[src/sv/pns3_pkg.sv]
`timescale 1ns / 1ps

package pns3_pkg;

   // Default widths of the sample and of the filter levels
   localparam int SAMPLE_WIDTH_DEF = 18;
   localparam int STATE_WIDTH_DEF  = 32;

   // Register and field widths
   localparam int ALPHA_W    = 17;
   localparam int WEIGHT_W   = 16;
   localparam int SCALE_W    = 24;
   localparam int STIM_W     = 16;
   localparam int CSR_IDX_W  = 3;
   localparam int CSR_DATA_W = 24;

   // Fixed-point formats
   localparam int SAMPLE_FRAC = 8;
   localparam int WEIGHT_FRAC = 12;
   localparam int SUM_FRAC    = 16;
   localparam int ALPHA_FRAC  = 16;
   localparam int STIM_SHIFT  = 26;

   // Shared multiplier: second operand width, scale product split
   localparam int MUL_Y_W    = 24;
   localparam int HALF_W     = 20;
   localparam int U_CHECK    = 40;
   localparam int HALF_P_W   = HALF_W + SCALE_W;
   localparam int P_FULL_W   = 64;

   localparam logic [ALPHA_W-1:0] ALPHA_UNITY = ALPHA_W'(1) << ALPHA_FRAC;
   localparam logic [STIM_W-1:0]  STIM_MAX    = '1;

   // Configuration register indexes
   typedef enum logic [CSR_IDX_W-1:0] {
      CSR_ALPHA_ONE,
      CSR_ALPHA_TWO,
      CSR_ALPHA_THREE,
      CSR_WEIGHT_ONE,
      CSR_WEIGHT_TWO,
      CSR_WEIGHT_THREE,
      CSR_OUT_SCALE
   } csr_index_type;

   // Microcode fields
   typedef enum logic [3:0] {
      MUL_NONE,
      MUL_ALPHA_ONE,
      MUL_ALPHA_TWO,
      MUL_ALPHA_THREE,
      MUL_WEIGHT_ONE,
      MUL_WEIGHT_TWO,
      MUL_WEIGHT_THREE,
      MUL_SCALE_LO,
      MUL_SCALE_HI
   } mul_sel_type;

   typedef enum logic [3:0] {
      POST_NONE,
      POST_LEVEL_ONE,
      POST_LEVEL_TWO,
      POST_LEVEL_THREE,
      POST_SUM_SET,
      POST_SUM_ADD,
      POST_NORM,
      POST_PROD_SET,
      POST_PROD_ADD,
      POST_FINISH
   } post_op_type;

   typedef enum logic {
      JMP_NONE,
      JMP_SKIP
   } jump_type;

   localparam int PROG_LEN = 12;
   localparam int PC_W     = 4;
   localparam logic [PC_W-1:0] PC_FINISH = PC_W'(PROG_LEN - 1);

   typedef struct packed {
      mul_sel_type     mul;
      post_op_type     post;
      jump_type        jump;
      logic [PC_W-1:0] target;
   } ctrl_word_type;

   // Sequencer conditions from the datapath
   typedef struct packed {
      logic skip;
      logic hold;
   } seq_cond_type;

   localparam ctrl_word_type CW_NOP = '{MUL_NONE, POST_NONE, JMP_NONE, '0};

   // Microprogram: each word launches at most one multiply and may retire the product of the word before it
   function automatic ctrl_word_type ucode_word(input logic [PC_W-1:0] pc);
      ctrl_word_type cw;
      cw = CW_NOP;
      case (pc)
         4'd0:  cw = '{MUL_ALPHA_ONE,    POST_NONE,        JMP_NONE, '0};
         4'd1:  cw = '{MUL_ALPHA_TWO,    POST_LEVEL_ONE,   JMP_NONE, '0};
         4'd2:  cw = '{MUL_ALPHA_THREE,  POST_LEVEL_TWO,   JMP_NONE, '0};
         4'd3:  cw = '{MUL_WEIGHT_ONE,   POST_LEVEL_THREE, JMP_NONE, '0};
         4'd4:  cw = '{MUL_WEIGHT_TWO,   POST_SUM_SET,     JMP_NONE, '0};
         4'd5:  cw = '{MUL_WEIGHT_THREE, POST_SUM_ADD,     JMP_NONE, '0};
         4'd6:  cw = '{MUL_NONE,         POST_SUM_ADD,     JMP_NONE, '0};
         4'd7:  cw = '{MUL_NONE,         POST_NORM,        JMP_NONE, '0};
         4'd8:  cw = '{MUL_SCALE_LO,     POST_NONE,        JMP_SKIP, PC_FINISH};
         4'd9:  cw = '{MUL_SCALE_HI,     POST_PROD_SET,    JMP_NONE, '0};
         4'd10: cw = '{MUL_NONE,         POST_PROD_ADD,    JMP_NONE, '0};
         4'd11: cw = '{MUL_NONE,         POST_FINISH,      JMP_NONE, '0};
         default: cw = CW_NOP;
      endcase
      return cw;
   endfunction

endpackage

[src/sv/pns3_seq.sv]
`timescale 1ns / 1ps

module pns3_seq (
   input  logic                   clock,
   input  logic                   reset,
   input  logic                   start,
   input  pns3_pkg::seq_cond_type cond,
   output pns3_pkg::ctrl_word_type ctrl,
   output logic                   busy
);
   import pns3_pkg::*;

   logic            busy_ff, busy_in;
   logic [PC_W-1:0] pc_ff, pc_in;
   ctrl_word_type   cw;

   // Fetch the control word of the current step
   assign cw   = ucode_word(pc_ff);
   assign busy = busy_ff;

   // Issue the word; hold back the final step while the result slot is full
   always_comb begin
      ctrl = CW_NOP;
      if (busy_ff) begin
         ctrl = cw;
         if (cw.post == POST_FINISH && cond.hold) begin
            ctrl.post = POST_NONE;
         end
      end
   end

   // Advance, jump, hold the final step or stop
   always_comb begin
      busy_in = busy_ff;
      pc_in   = pc_ff;
      if (start) begin
         busy_in = 1'b1;
         pc_in   = '0;
      end else if (busy_ff) begin
         if (cw.post == POST_FINISH) begin
            if (!cond.hold) begin
               busy_in = 1'b0;
               pc_in   = '0;
            end
         end else if (cw.jump == JMP_SKIP && cond.skip) begin
            pc_in = cw.target;
         end else begin
            pc_in = pc_ff + 1'b1;
         end
      end
   end

   always_ff @(posedge clock) begin
      if (reset) begin
         busy_ff <= 1'b0;
         pc_ff   <= '0;
      end else begin
         busy_ff <= busy_in;
         pc_ff   <= pc_in;
      end
   end

   a_pc_in_program: assert property (@(posedge clock) disable iff (reset)
      busy_ff |-> (pc_ff <= PC_FINISH))
      else $error("step counter left the program");

   a_start_when_idle: assert property (@(posedge clock) disable iff (reset)
      start |-> !busy_ff)
      else $error("start while a transaction is in progress");

   a_hold_keeps_final: assert property (@(posedge clock) disable iff (reset)
      (busy_ff && cw.post == POST_FINISH && cond.hold) |=>
         (busy_ff && pc_ff == PC_FINISH))
      else $error("final step left while the result slot was full");

endmodule

[src/sv/pns_three_branch_stimulation.sv]
`timescale 1ns / 1ps

// Three-branch nerve stimulation estimate for one gradient axis.
// Request channel (req_valid / req_stall): one signed slew sample and a
// first_sample flag that clears the three filter levels first. Response
// channel (rsp_valid / rsp_stall): stimulation level in percent (Q10.6)
// and a flag set when it was clipped. Configuration (csr_valid / csr_ready,
// always ready): alphas, weights and output scale, written while idle.
// A microcoded sequencer drives one shared multiplier, one product a step:
// 12 steps per transaction, 10 when the scale is zero or the sum is out of
// range. Requests stall while the sequencer is busy; its final step loads
// the response register and ends the transaction together, so a new
// request can be accepted in the cycle in which the response turns valid.
// The finished result sits in an output register, so the next request is
// taken while a stalled response waits; the final step of that next
// transaction holds until the register is free.
// Reset clears the configuration registers and the filter levels and
// empties the response register.
module pns_three_branch_stimulation #(
   parameter int SAMPLE_WIDTH = pns3_pkg::SAMPLE_WIDTH_DEF,
   parameter int STATE_WIDTH  = pns3_pkg::STATE_WIDTH_DEF
) (
   input  logic                                   clock,
   input  logic                                   reset,
   input  logic                                   req_valid,
   output logic                                   req_stall,
   input  logic signed [SAMPLE_WIDTH-1:0]         req_sample,
   input  logic                                   req_first_sample,
   output logic                                   rsp_valid,
   input  logic                                   rsp_stall,
   output logic [pns3_pkg::STIM_W-1:0]            rsp_stim,
   output logic                                   rsp_saturated,
   input  logic                                   csr_valid,
   output logic                                   csr_ready,
   input  logic [pns3_pkg::CSR_IDX_W-1:0]         csr_index,
   input  logic [pns3_pkg::CSR_DATA_W-1:0]        csr_data
);
   import pns3_pkg::*;

   localparam int SW     = SAMPLE_WIDTH;
   localparam int STW    = STATE_WIDTH;
   localparam int G      = STW - SW - 1;
   localparam int G_POS  = (G > 0) ? G : 0;
   localparam int G_NEG  = (G < 0) ? -G : 0;
   localparam int LM_W   = STW - 1;
   localparam int EXT_W  = SW + G_POS;
   localparam int P_W    = STW + MUL_Y_W;
   localparam int SUM_W  = STW + 16;
   localparam int SH     = SAMPLE_FRAC + G + WEIGHT_FRAC - SUM_FRAC;
   localparam int SH_POS = (SH > 0) ? SH : 0;
   localparam int SH_NEG = (SH < 0) ? -SH : 0;
   localparam int U_RAW_W = SUM_W + 1 + SH_NEG;
   localparam int U_W    = (U_RAW_W > U_CHECK + 1) ? U_RAW_W : U_CHECK + 1;
   localparam logic [U_W-1:0] U_RND = (U_W'(1) << SH_POS) >> 1;
   localparam logic [P_W:0]   STEP_RND = (P_W + 1)'(1) << (ALPHA_FRAC - 1);
   localparam logic [P_FULL_W:0] STIM_RND = (P_FULL_W + 1)'(1) << (STIM_SHIFT - 1);

   // Configuration registers
   logic [ALPHA_W-1:0]  alpha_one_ff, alpha_two_ff, alpha_three_ff;
   logic [WEIGHT_W-1:0] weight_one_ff, weight_two_ff, weight_three_ff;
   logic [SCALE_W-1:0]  scale_ff;

   // Datapath registers
   logic signed [STW-1:0] lvl_one_ff, lvl_two_ff, lvl_three_ff;
   logic signed [STW-1:0] lvl_one_in, lvl_two_in, lvl_three_in;
   logic signed [STW-1:0] xs_ff, xs_in;
   logic [LM_W-1:0]       xm_ff, xm_in;
   logic [P_W-1:0]        prod_ff, prod_in;
   logic [SUM_W-1:0]      sum_ff, sum_in;
   logic [U_CHECK-1:0]    u_ff, u_in;
   logic                  u_big_ff, u_big_in;
   logic [P_FULL_W-1:0]   p_ff, p_in;
   logic                  rsp_valid_ff, rsp_valid_in;
   logic [STIM_W-1:0]     rsp_stim_ff, rsp_stim_in;
   logic                  rsp_sat_ff, rsp_sat_in;

   ctrl_word_type ctrl;
   seq_cond_type  cond;
   logic          busy;
   logic          req_acc;

   // Combinational helpers
   logic                  s_neg;
   logic [SW-1:0]         s_mag;
   logic [EXT_W-1:0]      s_ext;
   logic [LM_W-1:0]       xm_new;
   logic signed [STW-1:0] xs_new;
   logic signed [STW:0]   diff_one, diff_two, diff_three;
   logic [STW-1:0]        dmag_one, dmag_two, dmag_three;
   logic [STW-1:0]        lmag_one, lmag_two, lmag_three;
   logic [ALPHA_W-1:0]    ac_one, ac_two, ac_three;
   logic [STW-1:0]        mx;
   logic [MUL_Y_W-1:0]    my;
   logic [P_W:0]          step_full;
   logic [STW-1:0]        step;
   logic signed [STW:0]   delta;
   logic signed [STW-1:0] upd_lvl;
   logic                  upd_neg;
   logic signed [STW-1:0] lvl_new;
   logic [U_W-1:0]        u_wide;
   logic [P_FULL_W:0]     p_rnd;
   logic [P_FULL_W-STIM_SHIFT:0] stim_full;

   assign req_acc   = req_valid && !req_stall;
   assign req_stall = busy;
   assign csr_ready = 1'b1;
   assign rsp_valid     = rsp_valid_ff;
   assign rsp_stim      = rsp_stim_ff;
   assign rsp_saturated = rsp_sat_ff;

   // Step sequencer
   assign cond.skip = (scale_ff == '0) || u_big_ff;
   assign cond.hold = rsp_valid_ff && rsp_stall;

   pns3_seq u_seq (
      .clock (clock),
      .reset (reset),
      .start (req_acc),
      .cond  (cond),
      .ctrl  (ctrl),
      .busy  (busy)
   );

   // Write configuration registers; ignore unknown indexes
   always_ff @(posedge clock) begin
      if (reset) begin
         alpha_one_ff    <= '0;
         alpha_two_ff    <= '0;
         alpha_three_ff  <= '0;
         weight_one_ff   <= '0;
         weight_two_ff   <= '0;
         weight_three_ff <= '0;
         scale_ff        <= '0;
      end else if (csr_valid && csr_ready) begin
         case (csr_index)
            CSR_ALPHA_ONE:    alpha_one_ff    <= csr_data[ALPHA_W-1:0];
            CSR_ALPHA_TWO:    alpha_two_ff    <= csr_data[ALPHA_W-1:0];
            CSR_ALPHA_THREE:  alpha_three_ff  <= csr_data[ALPHA_W-1:0];
            CSR_WEIGHT_ONE:   weight_one_ff   <= csr_data[WEIGHT_W-1:0];
            CSR_WEIGHT_TWO:   weight_two_ff   <= csr_data[WEIGHT_W-1:0];
            CSR_WEIGHT_THREE: weight_three_ff <= csr_data[WEIGHT_W-1:0];
            CSR_OUT_SCALE:    scale_ff        <= csr_data[SCALE_W-1:0];
            default: ;
         endcase
      end
   end

   // Bring the sample magnitude to level format and reapply the sign
   always_comb begin
      s_neg  = req_sample[SW-1];
      s_mag  = s_neg ? (~req_sample + 1'b1) : req_sample;
      s_ext  = EXT_W'(s_mag) << G_POS;
      xm_new = LM_W'(s_ext >> G_NEG);
      xs_new = $signed(STW'(xm_new));
      if (s_neg) begin
         xs_new = -xs_new;
      end
   end

   // Differences and magnitudes for the three branches
   always_comb begin
      diff_one   = {xs_ff[STW-1], xs_ff} - {lvl_one_ff[STW-1], lvl_one_ff};
      diff_two   = $signed({2'b00, xm_ff}) - {lvl_two_ff[STW-1], lvl_two_ff};
      diff_three = {xs_ff[STW-1], xs_ff} - {lvl_three_ff[STW-1], lvl_three_ff};
      dmag_one   = diff_one[STW]   ? STW'(-diff_one)   : STW'(diff_one);
      dmag_two   = diff_two[STW]   ? STW'(-diff_two)   : STW'(diff_two);
      dmag_three = diff_three[STW] ? STW'(-diff_three) : STW'(diff_three);
      lmag_one   = lvl_one_ff[STW-1]   ? STW'(-lvl_one_ff)   : STW'(lvl_one_ff);
      lmag_two   = lvl_two_ff[STW-1]   ? STW'(-lvl_two_ff)   : STW'(lvl_two_ff);
      lmag_three = lvl_three_ff[STW-1] ? STW'(-lvl_three_ff) : STW'(lvl_three_ff);
      // An alpha above one acts as one
      ac_one   = alpha_one_ff[ALPHA_W-1]   ? ALPHA_UNITY : alpha_one_ff;
      ac_two   = alpha_two_ff[ALPHA_W-1]   ? ALPHA_UNITY : alpha_two_ff;
      ac_three = alpha_three_ff[ALPHA_W-1] ? ALPHA_UNITY : alpha_three_ff;
   end

   // Select the operands of the shared multiplier
   always_comb begin
      mx = '0;
      my = '0;
      unique case (ctrl.mul)
         MUL_NONE: begin
            mx = '0;
            my = '0;
         end
         MUL_ALPHA_ONE: begin
            mx = dmag_one;
            my = MUL_Y_W'(ac_one);
         end
         MUL_ALPHA_TWO: begin
            mx = dmag_two;
            my = MUL_Y_W'(ac_two);
         end
         MUL_ALPHA_THREE: begin
            mx = dmag_three;
            my = MUL_Y_W'(ac_three);
         end
         MUL_WEIGHT_ONE: begin
            mx = lmag_one;
            my = MUL_Y_W'(weight_one_ff);
         end
         MUL_WEIGHT_TWO: begin
            mx = lmag_two;
            my = MUL_Y_W'(weight_two_ff);
         end
         MUL_WEIGHT_THREE: begin
            mx = lmag_three;
            my = MUL_Y_W'(weight_three_ff);
         end
         MUL_SCALE_LO: begin
            mx = STW'(u_ff[HALF_W-1:0]);
            my = scale_ff;
         end
         MUL_SCALE_HI: begin
            mx = STW'(u_ff[U_CHECK-1:HALF_W]);
            my = scale_ff;
         end
         default: begin
            mx = '0;
            my = '0;
         end
      endcase
      prod_in = P_W'(mx) * P_W'(my);
   end

   // Filter update: level += round(alpha * diff), sign of the difference
   always_comb begin
      upd_lvl = lvl_one_ff;
      upd_neg = diff_one[STW];
      case (ctrl.post)
         POST_LEVEL_TWO: begin
            upd_lvl = lvl_two_ff;
            upd_neg = diff_two[STW];
         end
         POST_LEVEL_THREE: begin
            upd_lvl = lvl_three_ff;
            upd_neg = diff_three[STW];
         end
         default: begin
            upd_lvl = lvl_one_ff;
            upd_neg = diff_one[STW];
         end
      endcase
      step_full = (P_W + 1)'(prod_ff) + STEP_RND;
      step      = step_full[ALPHA_FRAC +: STW];
      delta     = $signed({1'b0, step});
      if (upd_neg) begin
         delta = -delta;
      end
      lvl_new = STW'({upd_lvl[STW-1], upd_lvl} + delta);
   end

   // Normalize the weighted sum and round the scaled product
   always_comb begin
      u_wide    = ((U_W'(sum_ff) + U_RND) >> SH_POS) << SH_NEG;
      p_rnd     = (P_FULL_W + 1)'(p_ff) + STIM_RND;
      stim_full = p_rnd[P_FULL_W:STIM_SHIFT];
   end

   // Retire the step's post operation and track the response register
   always_comb begin
      lvl_one_in   = lvl_one_ff;
      lvl_two_in   = lvl_two_ff;
      lvl_three_in = lvl_three_ff;
      xs_in        = xs_ff;
      xm_in        = xm_ff;
      sum_in       = sum_ff;
      u_in         = u_ff;
      u_big_in     = u_big_ff;
      p_in         = p_ff;
      rsp_valid_in = rsp_valid_ff;
      rsp_stim_in  = rsp_stim_ff;
      rsp_sat_in   = rsp_sat_ff;

      if (rsp_valid_ff && !rsp_stall) begin
         rsp_valid_in = 1'b0;
      end

      if (req_acc) begin
         xs_in = xs_new;
         xm_in = xm_new;
         if (req_first_sample) begin
            lvl_one_in   = '0;
            lvl_two_in   = '0;
            lvl_three_in = '0;
         end
      end

      unique case (ctrl.post)
         POST_NONE: ;
         POST_LEVEL_ONE:   lvl_one_in   = lvl_new;
         POST_LEVEL_TWO:   lvl_two_in   = lvl_new;
         POST_LEVEL_THREE: lvl_three_in = lvl_new;
         POST_SUM_SET:     sum_in = prod_ff[SUM_W-1:0];
         POST_SUM_ADD:     sum_in = sum_ff + prod_ff[SUM_W-1:0];
         POST_NORM: begin
            u_in     = u_wide[U_CHECK-1:0];
            u_big_in = |u_wide[U_W-1:U_CHECK];
         end
         POST_PROD_SET: p_in = P_FULL_W'(prod_ff[HALF_P_W-1:0]);
         POST_PROD_ADD: p_in = p_ff + {prod_ff[P_FULL_W-HALF_W-1:0], HALF_W'(0)};
         POST_FINISH: begin
            rsp_valid_in = 1'b1;
            if (scale_ff == '0) begin
               rsp_stim_in = '0;
               rsp_sat_in  = 1'b0;
            end else if (u_big_ff || (stim_full > (P_FULL_W - STIM_SHIFT + 1)'(STIM_MAX))) begin
               rsp_stim_in = STIM_MAX;
               rsp_sat_in  = 1'b1;
            end else begin
               rsp_stim_in = stim_full[STIM_W-1:0];
               rsp_sat_in  = 1'b0;
            end
         end
         default: ;
      endcase
   end

   // Hold state and payload
   always_ff @(posedge clock) begin
      if (reset) begin
         lvl_one_ff   <= '0;
         lvl_two_ff   <= '0;
         lvl_three_ff <= '0;
         rsp_valid_ff <= 1'b0;
      end else begin
         lvl_one_ff   <= lvl_one_in;
         lvl_two_ff   <= lvl_two_in;
         lvl_three_ff <= lvl_three_in;
         rsp_valid_ff <= rsp_valid_in;
      end
      xs_ff       <= xs_in;
      xm_ff       <= xm_in;
      prod_ff     <= prod_in;
      sum_ff      <= sum_in;
      u_ff        <= u_in;
      u_big_ff    <= u_big_in;
      p_ff        <= p_in;
      rsp_stim_ff <= rsp_stim_in;
      rsp_sat_ff  <= rsp_sat_in;
   end

   a_no_overwrite: assert property (@(posedge clock) disable iff (reset)
      (ctrl.post == POST_FINISH) |-> !(rsp_valid_ff && rsp_stall))
      else $error("result written over a pending transaction");

   a_sat_at_max: assert property (@(posedge clock) disable iff (reset)
      rsp_valid |-> (!rsp_saturated || rsp_stim == STIM_MAX))
      else $error("saturation flag without maximum level");

   a_zero_scale: assert property (@(posedge clock) disable iff (reset)
      (ctrl.post == POST_FINISH && scale_ff == '0) |=>
         (rsp_stim == '0 && !rsp_saturated))
      else $error("zero scale gave a nonzero result");

endmodule
[config.mk]
export PLATFORM = sky130hd
export DESIGN_NAME = pns_three_branch_stimulation
export DESIGN_NICKNAME = d
export VERILOG_FILES = /design/src/sv/pns3_pkg.sv /design/src/sv/pns3_seq.sv /design/src/sv/pns_three_branch_stimulation.sv
export SDC_FILE = /design/constraint.sdc
export NUM_CORES = 2
export LEC_CHECK = 0
export BUFFER_PORTS_ARGS = -buffer_cell sky130_fd_sc_hd__buf_2
export CAP_MARGIN = 20
export CORE_ASPECT_RATIO = 0.7
export CORE_MARGIN = 2
export CORE_UTILIZATION = 57
export CTS_CLUSTER_DIAMETER = 50
export DETAILED_ROUTE_END_ITERATION = 16
export PLACE_DENSITY_LB_ADDON = 0.2
export SYNTH_ARGS = -nofsm -noshare
export SYNTH_HDL_FRONTEND = slang
export SYNTH_SLANG_ARGS = --single-unit
export TNS_END_PERCENT = 100
[constraint.sdc]
create_clock -name clock -period 14 [get_ports clock]
set_clock_uncertainty 0.1 [all_clocks]
set_input_delay 2.8 -clock clock [delete_from_list [all_inputs] [get_ports clock]]
set_output_delay 2.8 -clock clock [all_outputs]
set_load 0.02 [all_outputs]
==> impl_metrics.ini <==
[run_status]
outcome = finished clean

[setup_path]
slowest_delay_ns = 0.90
critPathCaptureType = flip-flop
crit_top_cell = fa_1
slowest_stage = a221oi_2
crit_start = lvl_one_ff[0]
critPathBufInv = 6
critical_path_required_ns = 14.44
crit_arrival_ns = 12.95
ff2ff_path_depth = 35
cp_top_family = adder cells
path_class = flip-flop to flip-flop
cp-start-kind = flip-flop
r2r-start = lvl_one_ff[0]
crit_fanout = 17
cp.depth = 35

[global_route]
grt_pass1_vias = 50400
grt_max_degree = 97
grtUsageTotal = 0.387
grt_pass1_wl_mm = 312
grt-ovfl-total = 0
grt_antenna_before_repair = 13

[synthesis]
synth.most_common_cell = nand2_1
synth_seq_cells = 459
synth_edf_count = 177
synth_cells = 7184
ys_types = 103
synth_top_cell_area_share = 0.217
ys_warn_count = 0
synth_area_leaders = fa_1 (22%), dfxtp_1 (9.6%), edfxtp_1 (9.1%)
synth_top_flop_cell = dfxtp_1
ys_async_sr_fraction = 0
synth_top_area_cell = fa_1
yosysSeqAreaShare = 0.187
avgSynthCellArea_um2 = 8.14
synth_common_cells = nand2_1 (1251), inv_1 (855), fa_1 (635)
syn_area_um2 = 58500

[clock_network]
cts.sinks = 459
postCtsSetupRepairBufs = 0
cts.reportedPaths.clkPinSlew_ns = 0.06
cts_buffers = 57
ctsResizeCount = 0
clockRootBuffer = clkbuf_16
insertion_delay_ns = 0.70
cts_tree = yes
cts_htree_levels = 2
holdBufCountCts = 0
clock_path_buffers = 3

[floorplan]
fp.dieW_um = 387
start_util = 0.574
num_io_pins = 71
die_area_um2 = 105000
fp.dieH_um = 272
core_um2 = 102000
rows = 98

[cells_and_area]
fill_cells = 9006
area_growth_pct = 6.85
regArea_um2 = 11000
post-route-util = 0.614
multi_input_area_um2 = 43300
layout-drive-gt1-share = 0.0553
fin_nets = 8107

[routing]
vias = 53400
drt_first_iter_violations = 6743
drtPass1Iterations = 7
antenna_violating_nets_post_route = 0
drc = 0
drt_wl_total_mm = 206
vias_per_cell = 6.28
wire_per_inst_um = 24.2

[flow_run]
drv_cap = 0

[placement]
port_buffers = 69
gp_congestion = 1.04
hpwl_mm = 157

[sta]
finalHoldViolCount = 0
min_period_ns = 12.51
fin_crit_sh = 0.893
drv_slew = 0
final-setup-viol-count = 0
rsz0062_at_grt = no
slew_headroom = 0.194
fmax_mhz = 79.9
tightest_slew_ns = 1.21
finalSetupTns_ns = 0

[pwr]
p_leak_nw = 27.2
vdd_drop_max_mv = 0.113
p_per_area_nw_per_um2 = 76.3

[hold_path]
holdPathStages = 2
worstHoldStart = weight_two_ff[13]
hold_path_class = flip-flop to flip-flop
registers in the layout, summed over array words and instances, names as in the netlist, 17 cells and up:
signal and flops:
prod_ff 48, sum_ff 48, p_ff 44, lvl_one_ff 32
lvl_three_ff 32, lvl_two_ff 32, u_ff 32, scale_ff 24
xs_ff 19, alpha_one_ff 17, alpha_three_ff 17, alpha_two_ff 17
xm_ff 17
cells in the final DEF, fill, tap and decap left out, types with 50 or more instances in the layout:
master     synthesis  layout
a21o_1           135     135
a31oi_1           73      73
nor2_1           298     289
edfxtp_1         177     177
nand2b_1          74      74
o31ai_1           61      61
nor2b_1           53      52
ha_1             329     329
a21oi_1          471     470
nand2_1         1251    1249
inv_1            855     855
clkbuf_16          0      61
and2_1           178     178
nand3_1          215     205
buf_4              3     106
nand4_1           65      65
xor2_1           150     150
and3_1            56      56
buf_2             15      69
or3_1             55      55
nor3_1           102      97
conb_1             2      50
a22oi_1           59      59
o21ai_0          282     280
dfxtp_1          282     282
fa_1             635     635
xnor2_1          380     380
layer usage:
metal / vias to the layer above / track usage / share of wire
met5: - / 0 / 0.00032
met2: 3251 / 0.531 / 0.40
met3: 433 / 0.130 / 0.14
met1: 25900 / 0.568 / 0.43
li1: 23800 / - / -
met4: 10 / 0.124 / 0.036
final timing paths:
path / end / slack, ns
max: prod_ff[46] / 1.49
min: weight_two_ff[13] / 0.36
max reg2reg: prod_ff[46] / 1.49
min reg2reg: weight_two_ff[13] / 0.36
cell families after synthesis:
kind of cell	after synthesis	share of synthesized area
and+or+nand+nor	2507	0.201
muxes	27	0.00477
DFF	459	0.187
adders and majority gates	964	0.288
buffers and inverters	1239	0.0805
other	2	0.000128
AOI/OAI and AO/OA	1455	0.159
xor gates and xnor gates	531	0.0797
tightest hold or removal path: cells and delay by family, from the launching register on:
kind	cells	cell delay, ns
compound gates	1	0.05
flops	1	0.31
simple gates	1	0.05
cell type report:
class | count | area share
clock buffer | 70 | 0.0254
inverter | 855 | 0.0513
tap | 1350 | 0.0270
clock inverter | 37 | 0.00666
multi-input combinational | 5534 | 0.692
timing repair buffer | 185 | 0.0214
antenna | 9 | 0.000360
sequential | 459 | 0.175
through the flow:
stage / instance area, um2 / instances / hold WS, ns / setup slack (ns) / power, mW
after floorplan: 58700 / 7232 / 0.336 / 3.64 / 2.57
after global placement: 60300 / 8369 / 0.342 / 1.89 / 3.10
after detailed placement: 60300 / 8371 / 0.346 / 1.72 / 3.12
after CTS: 62300 / 8478 / 0.354 / 1.64 / 4.69
after global routing: 62500 / 8490 / 0.367 / 0.891 / 4.95
final: 62500 / 8499 / 0.355 / 1.49 / 4.77
power by group:
part           switching [mW]  internal [mW]  total [mW]
Combinational            1.07          0.601        1.67
Sequential             0.0943           1.43        1.53
Clock                   0.679          0.900        1.58
Total                    1.84           2.93        4.77
No activity file was read; power rests on OpenSTA's default activity.
